==> src/design/wspid_pkg.sv <==
// Shared types and constants of the wheel speed PID controller.
// Holds register indexes, multiplier operand selects and the command struct.
// No dependencies.
package wspid_pkg;

	// Configuration port widths.
	localparam int CFG_IDX_W  = 3;
	localparam int CFG_DATA_W = 24;

	// Register indexes on the configuration port.
	localparam logic [CFG_IDX_W-1:0] REG_SPEED_SCALE    = 3'd0;
	localparam logic [CFG_IDX_W-1:0] REG_GAIN_PROP      = 3'd1;
	localparam logic [CFG_IDX_W-1:0] REG_GAIN_INTEG     = 3'd2;
	localparam logic [CFG_IDX_W-1:0] REG_GAIN_DERIV     = 3'd3;
	localparam logic [CFG_IDX_W-1:0] REG_REF_DEADBAND   = 3'd4;
	localparam logic [CFG_IDX_W-1:0] REG_DRIVE_DEADBAND = 3'd5;

	// Operand pairs for the shared multiplier.
	typedef enum logic [2:0] {
		MOP_MEAS  = 3'd0,
		MOP_PROP  = 3'd1,
		MOP_DERIV = 3'd2,
		MOP_IHI   = 3'd3,
		MOP_ILO   = 3'd4
	} mul_op_t;

	// Commands from the controller to the datapath.
	typedef struct packed {
		logic    load_in;
		logic    mul_en;
		mul_op_t mul_op;
		logic    meas_en;
		logic    dev_en;
		logic    acc_clr;
		logic    acc_add;
		logic    tmp_en;
		logic    acc_int;
		logic    res_load;
	} wspid_cmd_t;

endpackage

==> src/design/wspid_ctrl.sv <==
// Sequencer of the wheel speed PID controller.
// Steps one request through the datapath and owns the result valid flag.
// Depends on wspid_pkg.
module wspid_ctrl (
	input  logic                  clk,
	input  logic                  arst_n,
	input  logic                  in_valid,
	output logic                  in_stall,
	output logic                  out_valid,
	input  logic                  out_stall,
	input  logic                  wheel_ok,
	output wspid_pkg::wspid_cmd_t cmd
);
	import wspid_pkg::*;

	typedef enum logic [9:0] {
		ST_IDLE     = 10'b0000000001,
		ST_MUL_MEAS = 10'b0000000010,
		ST_MEAS     = 10'b0000000100,
		ST_DEV      = 10'b0000001000,
		ST_MUL_P    = 10'b0000010000,
		ST_MUL_D    = 10'b0000100000,
		ST_MUL_IH   = 10'b0001000000,
		ST_MUL_IL   = 10'b0010000000,
		ST_ACC_I    = 10'b0100000000,
		ST_FIN      = 10'b1000000000
	} state_t;

	state_t state_q, state_d;
	logic   out_valid_q;

	assign in_stall  = (state_q != ST_IDLE);
	assign out_valid = out_valid_q;

	// Next state and datapath commands.
	always_comb begin
		state_d      = state_q;
		cmd.load_in  = 1'b0;
		cmd.mul_en   = 1'b0;
		cmd.mul_op   = MOP_MEAS;
		cmd.meas_en  = 1'b0;
		cmd.dev_en   = 1'b0;
		cmd.acc_clr  = 1'b0;
		cmd.acc_add  = 1'b0;
		cmd.tmp_en   = 1'b0;
		cmd.acc_int  = 1'b0;
		cmd.res_load = 1'b0;
		case (state_q)
			ST_IDLE: begin
				if (in_valid) begin
					cmd.load_in = 1'b1;
					state_d     = ST_MUL_MEAS;
				end
			end
			ST_MUL_MEAS: begin
				cmd.mul_en = 1'b1;
				cmd.mul_op = MOP_MEAS;
				state_d    = ST_MEAS;
			end
			ST_MEAS: begin
				cmd.meas_en = 1'b1;
				state_d     = ST_DEV;
			end
			ST_DEV: begin
				// A sample for a wheel that does not exist goes straight to the result.
				if (wheel_ok) begin
					cmd.dev_en = 1'b1;
					state_d    = ST_MUL_P;
				end else begin
					state_d = ST_FIN;
				end
			end
			ST_MUL_P: begin
				cmd.mul_en  = 1'b1;
				cmd.mul_op  = MOP_PROP;
				cmd.acc_clr = 1'b1;
				state_d     = ST_MUL_D;
			end
			ST_MUL_D: begin
				cmd.mul_en  = 1'b1;
				cmd.mul_op  = MOP_DERIV;
				cmd.acc_add = 1'b1;
				state_d     = ST_MUL_IH;
			end
			ST_MUL_IH: begin
				cmd.mul_en  = 1'b1;
				cmd.mul_op  = MOP_IHI;
				cmd.acc_add = 1'b1;
				state_d     = ST_MUL_IL;
			end
			ST_MUL_IL: begin
				cmd.mul_en = 1'b1;
				cmd.mul_op = MOP_ILO;
				cmd.tmp_en = 1'b1;
				state_d    = ST_ACC_I;
			end
			ST_ACC_I: begin
				cmd.acc_int = 1'b1;
				state_d     = ST_FIN;
			end
			ST_FIN: begin
				// Wait until the output register is free.
				if (!out_valid_q || !out_stall) begin
					cmd.res_load = 1'b1;
					state_d      = ST_IDLE;
				end
			end
			default: begin
				state_d = ST_IDLE;
			end
		endcase
	end

	// State register and result valid flag.
	always_ff @(posedge clk or negedge arst_n) begin
		if (!arst_n) begin
			state_q     <= ST_IDLE;
			out_valid_q <= 1'b0;
		end else begin
			state_q <= state_d;
			if (cmd.res_load) begin
				out_valid_q <= 1'b1;
			end else if (!out_stall) begin
				out_valid_q <= 1'b0;
			end
		end
	end

endmodule

==> src/design/wspid_dp.sv <==
// Datapath of the wheel speed PID controller.
// Holds configuration, per-wheel state, one shared multiplier and the result register.
// Depends on wspid_pkg.
module wspid_dp #(
	parameter int NUM_WHEELS = 3
) (
	input  logic                                 clk,
	input  logic                                 arst_n,
	input  wspid_pkg::wspid_cmd_t                cmd,
	output logic                                 wheel_ok,
	input  logic                                 cfg_we,
	input  logic [wspid_pkg::CFG_IDX_W-1:0]      cfg_index,
	input  logic [wspid_pkg::CFG_DATA_W-1:0]     cfg_data,
	input  logic [1:0]                           wheel,
	input  logic signed [19:0]                   speed_ref,
	input  logic signed [15:0]                   encoder_delta,
	output logic [1:0]                           wheel_out,
	output logic signed [15:0]                   drive,
	output logic signed [19:0]                   measured_speed,
	output logic                                 clamped
);
	import wspid_pkg::*;

	localparam int WIDX = (NUM_WHEELS > 1) ? $clog2(NUM_WHEELS) : 1;

	localparam logic signed [65:0] PROD_LIM = 66'sd1 <<< 40;
	localparam logic signed [42:0] ONE_Q28  = 43'sd1 <<< 28;

	// Saturate to 20 bits signed.
	function automatic logic signed [19:0] sat20(input logic signed [32:0] x);
		logic signed [32:0] hi;
		logic signed [32:0] lo;
		hi = 33'sd524287;
		lo = -33'sd524288;
		if (x > hi) return 20'sh7FFFF;
		if (x < lo) return 20'sh80000;
		return x[19:0];
	endfunction

	// Saturate to 40 bits signed.
	function automatic logic signed [39:0] sat40(input logic signed [41:0] x);
		logic signed [41:0] hi;
		logic signed [41:0] lo;
		hi = 42'sh0_7F_FFFF_FFFF;
		lo = -42'sh0_80_0000_0000;
		if (x > hi) return {1'b0, {39{1'b1}}};
		if (x < lo) return {1'b1, {39{1'b0}}};
		return x[39:0];
	endfunction

	// Limit a gain product to plus or minus 2^40.
	function automatic logic signed [41:0] sat_prod(input logic signed [65:0] x);
		if (x > PROD_LIM) return PROD_LIM[41:0];
		if (x < -PROD_LIM) return 42'(-PROD_LIM);
		return x[41:0];
	endfunction

	// Configuration registers.
	logic [23:0] speed_scale_q;
	logic [23:0] gain_prop_q;
	logic [23:0] gain_integ_q;
	logic [23:0] gain_deriv_q;
	logic [18:0] ref_deadband_q;
	logic [14:0] drive_deadband_q;

	always_ff @(posedge clk or negedge arst_n) begin
		if (!arst_n) begin
			speed_scale_q    <= 24'd45748;
			gain_prop_q      <= 24'd83886;
			gain_integ_q     <= 24'd1049;
			gain_deriv_q     <= 24'd419430;
			ref_deadband_q   <= 19'd1024;
			drive_deadband_q <= 15'd3277;
		end else if (cfg_we) begin
			case (cfg_index)
				REG_SPEED_SCALE:    speed_scale_q    <= cfg_data;
				REG_GAIN_PROP:      gain_prop_q      <= cfg_data;
				REG_GAIN_INTEG:     gain_integ_q     <= cfg_data;
				REG_GAIN_DERIV:     gain_deriv_q     <= cfg_data;
				REG_REF_DEADBAND:   ref_deadband_q   <= cfg_data[18:0];
				REG_DRIVE_DEADBAND: drive_deadband_q <= cfg_data[14:0];
				default: begin
				end
			endcase
		end
	end

	// Captured request.
	logic [1:0]          wheel_q;
	logic signed [19:0]  ref_q;
	logic signed [15:0]  enc_q;
	logic [WIDX-1:0]     widx;

	always_ff @(posedge clk) begin
		if (cmd.load_in) begin
			wheel_q <= wheel;
			ref_q   <= speed_ref;
			enc_q   <= encoder_delta;
		end
	end

	assign wheel_ok = (32'(wheel_q) < NUM_WHEELS);
	assign widx     = WIDX'(wheel_q);

	// Per-wheel integral and previous deviation.
	logic signed [39:0] integ_q [NUM_WHEELS];
	logic signed [20:0] prev_q  [NUM_WHEELS];

	// Working registers.
	logic signed [46:0] prod_q;
	logic signed [19:0] meas_q;
	logic signed [20:0] dev_q;
	logic signed [21:0] diff_q;
	logic signed [39:0] sum_q;
	logic signed [64:0] tmp_q;
	logic signed [42:0] acc_q;

	// Shared multiplier: unsigned 24-bit factor times signed 22-bit operand.
	logic signed [24:0] mul_a;
	logic signed [21:0] mul_b;
	logic signed [46:0] mul_p;

	always_comb begin
		case (cmd.mul_op)
			MOP_MEAS: begin
				mul_a = $signed({1'b0, speed_scale_q});
				mul_b = {{6{enc_q[15]}}, enc_q};
			end
			MOP_PROP: begin
				mul_a = $signed({1'b0, gain_prop_q});
				mul_b = {dev_q[20], dev_q};
			end
			MOP_DERIV: begin
				mul_a = $signed({1'b0, gain_deriv_q});
				mul_b = diff_q;
			end
			MOP_IHI: begin
				mul_a = $signed({1'b0, gain_integ_q});
				mul_b = {{2{sum_q[39]}}, sum_q[39:20]};
			end
			MOP_ILO: begin
				mul_a = $signed({1'b0, gain_integ_q});
				mul_b = $signed({2'b00, sum_q[19:0]});
			end
			default: begin
				mul_a = '0;
				mul_b = '0;
			end
		endcase
	end

	assign mul_p = mul_a * mul_b;

	// Measured speed: round half up, then saturate. The product fits in 41 bits
	// with its sign, so the low 41 bits carry it exactly.
	logic signed [40:0] meas_rnd;
	assign meas_rnd = prod_q[40:0] + 41'sd128;

	// Reference deadband and deviation terms.
	logic signed [20:0] ref_neg;
	logic [19:0]        ref_mag;
	logic signed [19:0] ref_z;
	logic signed [20:0] dev_c;
	logic signed [41:0] sum_w;

	assign ref_neg = -21'(ref_q);
	assign ref_mag = ref_q[19] ? ref_neg[19:0] : ref_q;
	assign ref_z   = (ref_mag < 20'(ref_deadband_q)) ? 20'sd0 : ref_q;
	assign dev_c   = 21'(ref_z) - 21'(meas_q);
	assign sum_w   = 42'(integ_q[widx]) + 42'(dev_c) + 42'(prev_q[widx]);

	// Integral product: high partial product shifted up plus the low one.
	logic signed [65:0] integ_full;
	assign integ_full = 66'(tmp_q) + 66'(prod_q);

	always_ff @(posedge clk) begin
		if (cmd.mul_en) begin
			prod_q <= mul_p;
		end
		if (cmd.meas_en) begin
			meas_q <= sat20(meas_rnd[40:8]);
		end
		if (cmd.dev_en) begin
			dev_q  <= dev_c;
			diff_q <= 22'(dev_c) - 22'(prev_q[widx]);
			sum_q  <= sat40(sum_w);
		end
		if (cmd.tmp_en) begin
			tmp_q <= {prod_q[44:0], 20'd0};
		end
		if (cmd.acc_clr) begin
			acc_q <= '0;
		end else if (cmd.acc_add) begin
			acc_q <= acc_q + 43'(sat_prod(66'(prod_q)));
		end else if (cmd.acc_int) begin
			acc_q <= acc_q + 43'(sat_prod(integ_full));
		end
	end

	// Drive: clamp to full scale, round, then apply the drive deadband.
	logic signed [42:0] drv_rnd;
	logic signed [15:0] drv_lim;
	logic               drv_clamp;
	logic signed [15:0] drv_neg;
	logic [15:0]        drv_mag;
	logic signed [15:0] drv_fin;

	assign drv_rnd = acc_q + 43'sd8192;

	always_comb begin
		if (acc_q > ONE_Q28) begin
			drv_lim   = 16'sd16384;
			drv_clamp = 1'b1;
		end else if (acc_q < -ONE_Q28) begin
			drv_lim   = -16'sd16384;
			drv_clamp = 1'b1;
		end else begin
			drv_lim   = drv_rnd[29:14];
			drv_clamp = 1'b0;
		end
	end

	assign drv_neg = -drv_lim;
	assign drv_mag = drv_lim[15] ? drv_neg : drv_lim;
	assign drv_fin = (drv_mag < 16'(drive_deadband_q)) ? 16'sd0 : drv_lim;

	// Per-wheel state update at the end of a valid sample.
	always_ff @(posedge clk or negedge arst_n) begin
		if (!arst_n) begin
			for (int i = 0; i < NUM_WHEELS; i++) begin
				integ_q[i] <= '0;
				prev_q[i]  <= '0;
			end
		end else if (cmd.res_load && wheel_ok) begin
			integ_q[widx] <= sum_q;
			prev_q[widx]  <= dev_q;
		end
	end

	// Result register.
	always_ff @(posedge clk) begin
		if (cmd.res_load) begin
			wheel_out      <= wheel_q;
			measured_speed <= meas_q;
			drive          <= wheel_ok ? drv_fin : 16'sd0;
			clamped        <= wheel_ok ? drv_clamp : 1'b0;
		end
	end

endmodule

==> src/design/wheel_speed_pid_with_deadbands.sv <==
// Top level of the three-wheel PID speed controller with deadbands.
// Joins the sequencer wspid_ctrl and the datapath wspid_dp; uses wspid_pkg.
//
//   channel   signals                                     handshake
//   input     wheel, speed_ref, encoder_delta             in_valid / in_stall
//   result    wheel_out, drive, measured_speed, clamped   out_valid / out_stall
//   config    cfg_index, cfg_data                         cfg_valid / cfg_ready
//
// A request for a known wheel steps through the speed product, measured speed,
// deviation, P, D, high and low I products, integral sum and the final step,
// which loads the result; an unknown wheel skips from deviation to the final
// step. The single shared multiplier is used five times in turn for a known
// wheel. One request is in work at a time, while the output register holds the
// previous result. A stalled result holds the sequencer in its final step.
// Reset clears wheel state, loads register defaults and leaves the block ready.
module wheel_speed_pid_with_deadbands #(
	parameter int NUM_WHEELS = 3
) (
	input  logic                             clk,
	input  logic                             arst_n,
	input  logic                             in_valid,
	output logic                             in_stall,
	input  logic [1:0]                       wheel,
	input  logic signed [19:0]               speed_ref,
	input  logic signed [15:0]               encoder_delta,
	output logic                             out_valid,
	input  logic                             out_stall,
	output logic [1:0]                       wheel_out,
	output logic signed [15:0]               drive,
	output logic signed [19:0]               measured_speed,
	output logic                             clamped,
	input  logic                             cfg_valid,
	output logic                             cfg_ready,
	input  logic [wspid_pkg::CFG_IDX_W-1:0]  cfg_index,
	input  logic [wspid_pkg::CFG_DATA_W-1:0] cfg_data
);
	import wspid_pkg::*;

	wspid_cmd_t cmd;
	logic       wheel_ok;

	// Register writes are taken in every cycle.
	assign cfg_ready = 1'b1;

	wspid_ctrl u_ctrl (
		.clk       (clk),
		.arst_n    (arst_n),
		.in_valid  (in_valid),
		.in_stall  (in_stall),
		.out_valid (out_valid),
		.out_stall (out_stall),
		.wheel_ok  (wheel_ok),
		.cmd       (cmd)
	);

	wspid_dp #(
		.NUM_WHEELS (NUM_WHEELS)
	) u_dp (
		.clk            (clk),
		.arst_n         (arst_n),
		.cmd            (cmd),
		.wheel_ok       (wheel_ok),
		.cfg_we         (cfg_valid && cfg_ready),
		.cfg_index      (cfg_index),
		.cfg_data       (cfg_data),
		.wheel          (wheel),
		.speed_ref      (speed_ref),
		.encoder_delta  (encoder_delta),
		.wheel_out      (wheel_out),
		.drive          (drive),
		.measured_speed (measured_speed),
		.clamped        (clamped)
	);

endmodule

==> config.mk <==
export PLATFORM = sky130hd
export DESIGN_NAME = wheel_speed_pid_with_deadbands
export DESIGN_NICKNAME = d
export VERILOG_FILES = /design/src/design/wspid_pkg.sv /design/src/design/wspid_ctrl.sv /design/src/design/wspid_dp.sv /design/src/design/wheel_speed_pid_with_deadbands.sv
export SDC_FILE = /design/constraint.sdc
export NUM_CORES = 2
export LEC_CHECK = 0
export ABC_AREA = 1
export BUFFER_PORTS_ARGS = -buffer_cell sky130_fd_sc_hd__buf_2
export CAP_MARGIN = 20
export CORE_MARGIN = 1.5
export CORE_UTILIZATION = 55
export DETAILED_ROUTE_END_ITERATION = 10
export PLACE_DENSITY = 0.76
export SYNTH_ARGS = -nofsm -noshare
export SYNTH_HDL_FRONTEND = slang
export SYNTH_SLANG_ARGS = --single-unit
==> constraint.sdc <==
create_clock -name clk -period 12.9 [get_ports clk]
set_input_delay 1.29 -clock clk [delete_from_list [all_inputs] [get_ports clk]]
set_output_delay 1.29 -clock clk [all_outputs]
set_load 0.005 [all_outputs]
==> flow_summary.toml <==
[hold_path]
hp-class = "reg -> reg"
holdPathStages = 0
hold_start = "u_dp.meas_q[4]"
min_to = "u_dp.measured_speed[4]"

[finish]
nets = 8244
layout-drive-gt1-share_pct = 6.11
synthToLayoutAreaGrowth_pct = 7.44

[worst_setup_path]
worst-path-stages = 44
critPathSlowestCell = "a21oi_4"
required_ps = 13230
max_stage_delay_ps = 720
r2r_end = "u_dp.sum_q[31]"
critical_path_class = "reg -> reg"
r2r_start = "u_dp.ref_q[0]"
cp_top_family = "compound AO/OA/AOI/OAI gates"
crit_top_cell = "nand2_1"
rrSetupSlack_ps = 2890
cp-end-kind = "register"
worst-path-max-fanout = 35
cp.arrival_ps = 10340
crit_buf_inv = 6
startpoint_type = "register"
reg2regPathDepth = 44

[floorplanning]
start_util_pct = 55.3
num_rows = 119
fp.coreArea_sq_mm = 0.105
ios = 112
die_x_microns = 328
die-area_sq_mm = 0.108
die_height_microns = 328

[place]
dpl.hpwl_mm = 141
place_congestion = 1.01
port-buffer-count = 110

[drt]
drc_errors = 0
drt_first_pass_iters = 9
detail-route-antenna-nets = 0
routed_wirelength_mm = 180
vias_per_cell = 5.66
initialDrtViolationCount = 5141
wire_per_inst_microns = 20.6
vias = 49500

[status]
outcome = "finished, final reports clean"

[synthesis]
syn_area_sq_mm = 0.0581
netlist_instances = 7280
synth_common_cells = "nand2_1 (1,841), inv_1 (1,423), o21ai_0 (524), fa_1 (483), nor2_1 (456)"
yosys.cell_count.top_type = "nand2_1"
syn_nets = 8228
yosys_warnings = 0
synth_ff_type = "dfrtp_1"
synth_area_leaders = "fa_1 (17%), edfxtp_1 (14%), dfrtp_1 (12%)"
synthArstFlopShare_pct = 50.7
synth-edff-count = 272
yosysTopAreaCell = "fa_1"
ys_seq_area_share_pct = 29.6
synth_top_area_share_pct = 16.6
ys_ff_latch = 639
syn_avg_cell_area_sq_um = 7.98
synth_cell_types = 69

[timing]
worst_pin_slew_ps = 1130
max_freq_mhz = 99.9
finalCritPeriodShare_pct = 77.6
hold_violations = 0
slew_viol_final = 0
setup_violations = 0
finClkSkew_ps = 38.8
rsz0062_at_grt = "false"
relSlewSlack_pct = 24.9
setup_tns_ps = 0
min_period_ps = 10010

[cts]
cts-resized-gates = 0
clk_pin_slew_ps = 60
ctsLongestPathBuffers = 3
cts_tree = "yes"
insertion_delay_ps = 650
clock-sinks = 639
cts_made_buffers = 71
postCtsSetupRepairBufs = 0
cts_hold_buffers = 0
htree_levels = 3
cts_root_buf = "clkbuf_16"

[global_route]
grtUsageTotal_pct = 33.7
gr-total-overflow = 0
grt_pass1_vias = 49300
grt_pass1_wl_mm = 279
antenna_found_initial = 9
grt_max_degree = 121

[flow_run]
drv_cap = 0
[layout by cell type (no fill, tap or decap), types with 10 or more instances in the layout]
cell type,Yosys,layout
nand2_1,1841,1838
inv_1,1423,1422
o21ai_0,524,522
fa_1,483,483
nor2_1,456,451
ha_1,395,395
a21oi_1,299,298
dfrtp_1,283,283
edfxtp_1,272,272
nand3_1,180,178
xor2_1,161,161
buf_2,90,109
clkbuf_16,0,74
xnor2_1,71,71
nand4_1,63,63
a22oi_1,59,59
nor3_1,59,58
buf_4,5,58
dfxtp_1,43,43
dfstp_2,41,41
a31oi_1,39,39
nor4_1,38,38
o211ai_1,25,25
a221oi_1,25,25
o21bai_1,21,21
a21o_1,20,20
a21oi_2,20,20
and2_1,17,17
clkbuf_1,115,16
nand2_2,14,14
inv_2,13,14
o21a_1,14,14
a21boi_0,13,13
a22o_1,13,13
clkinv_2,0,13
nand3b_1,12,12
o22ai_1,11,11
a2111oi_2,10,10
o21ai_2,10,10
[per-layer routing]
metal  wire length [microns]  global-route usage [%]  part of all wire, %  vias up
met3                   16100                    6.44                  8.9      387
met1                   74300                    45.5                   41    24000
li1                        -                       -                    -    23000
met4                    6930                    12.5                  3.8        4
met2                   82700                    53.9                   46     2134
met5                      23                       0                0.013        -
[final cells by class]
type	count	area (sq um)
Sequential cell	639	17200
Clock buffer	96	1990
Antenna cell	3	7.51
Inverter	1439	5400
Fill cell	9482	42500
Timing Repair Buffer	169	1020
Multi-Input combinational cell	4976	34700
Tap cell	1391	1740
Clock inverter	35	384
[worst max path at each step]
stage	start	endpoint	slack (ps)
6_report	u_dp.ref_q[0]	u_dp.sum_q[31]	2890
5_1_grt	u_dp.ref_q[1]	u_dp.sum_q[31]	1960
4_1_cts	u_ctrl.state_q[0]	u_dp.prod_q[38]	2970
3_5_place_dp	u_ctrl.state_q[0]	u_dp.prod_q[38]	3000
3_3_place_gp	u_ctrl.state_q[0]	u_dp.prod_q[38]	3140
2_1_floorplan	u_dp.ref_q[1]	u_dp.sum_q[36]	3310
[through the flow]
stage | util [%] | cells | setup WS [ps] | area, sq um | hold WS, ps
finish | 59.5 | 8748 | 2890 | 62400 | 459
global route | 59.5 | 8745 | 1960 | 62400 | 482
global placement | 57.2 | 8613 | 3140 | 60000 | 439
floorplan | - | 7280 | 3310 | 58100 | 426
CTS | 59.4 | 8744 | 2970 | 62400 | 458
detailed placement | 57.2 | 8613 | 3000 | 60000 | 443
[logic make-up (layout without fill, tap and decap cells)]
group	count (synthesis)	count (layout)	share of synthesized area, %
flip-flops	639	639	29.6
XOR/XNOR	232	232	3.50
other	1	4	0.00645
buffers and inverters	1665	1739	11.0
AND/OR/NAND/NOR	2720	2720	19.1
AO/OA/AOI/OAI	1145	1145	11.6
adder cells (fa/ha/maj)	878	878	25.2
[registers in the layout (all words and copies together) (netlist names), 15 cells and up]
| register | cells |
|---|---|
| u_dp.drive | 16 |
| u_dp.dev_q | 21 |
| u_dp.sum_q | 40 |
| u_dp.speed_scale_q | 24 |
| u_dp.prod_q | 47 |
| u_dp.measured_speed | 20 |
| u_dp.acc_q | 43 |
| u_dp.enc_q | 16 |
| u_dp.integ_q | 120 |
| u_dp.meas_q | 20 |
| u_dp.ref_q | 20 |
| u_dp.gain_deriv_q | 24 |
| u_dp.tmp_q | 45 |
| u_dp.ref_deadband_q | 19 |
| u_dp.diff_q | 22 |
| u_dp.drive_deadband_q | 15 |
| u_dp.gain_prop_q | 24 |
| u_dp.prev_q | 63 |
| u_dp.gain_integ_q | 24 |
Power is not shown: default switching activity piles up to over one toggle a cycle in this logic, so the estimate is an artifact.
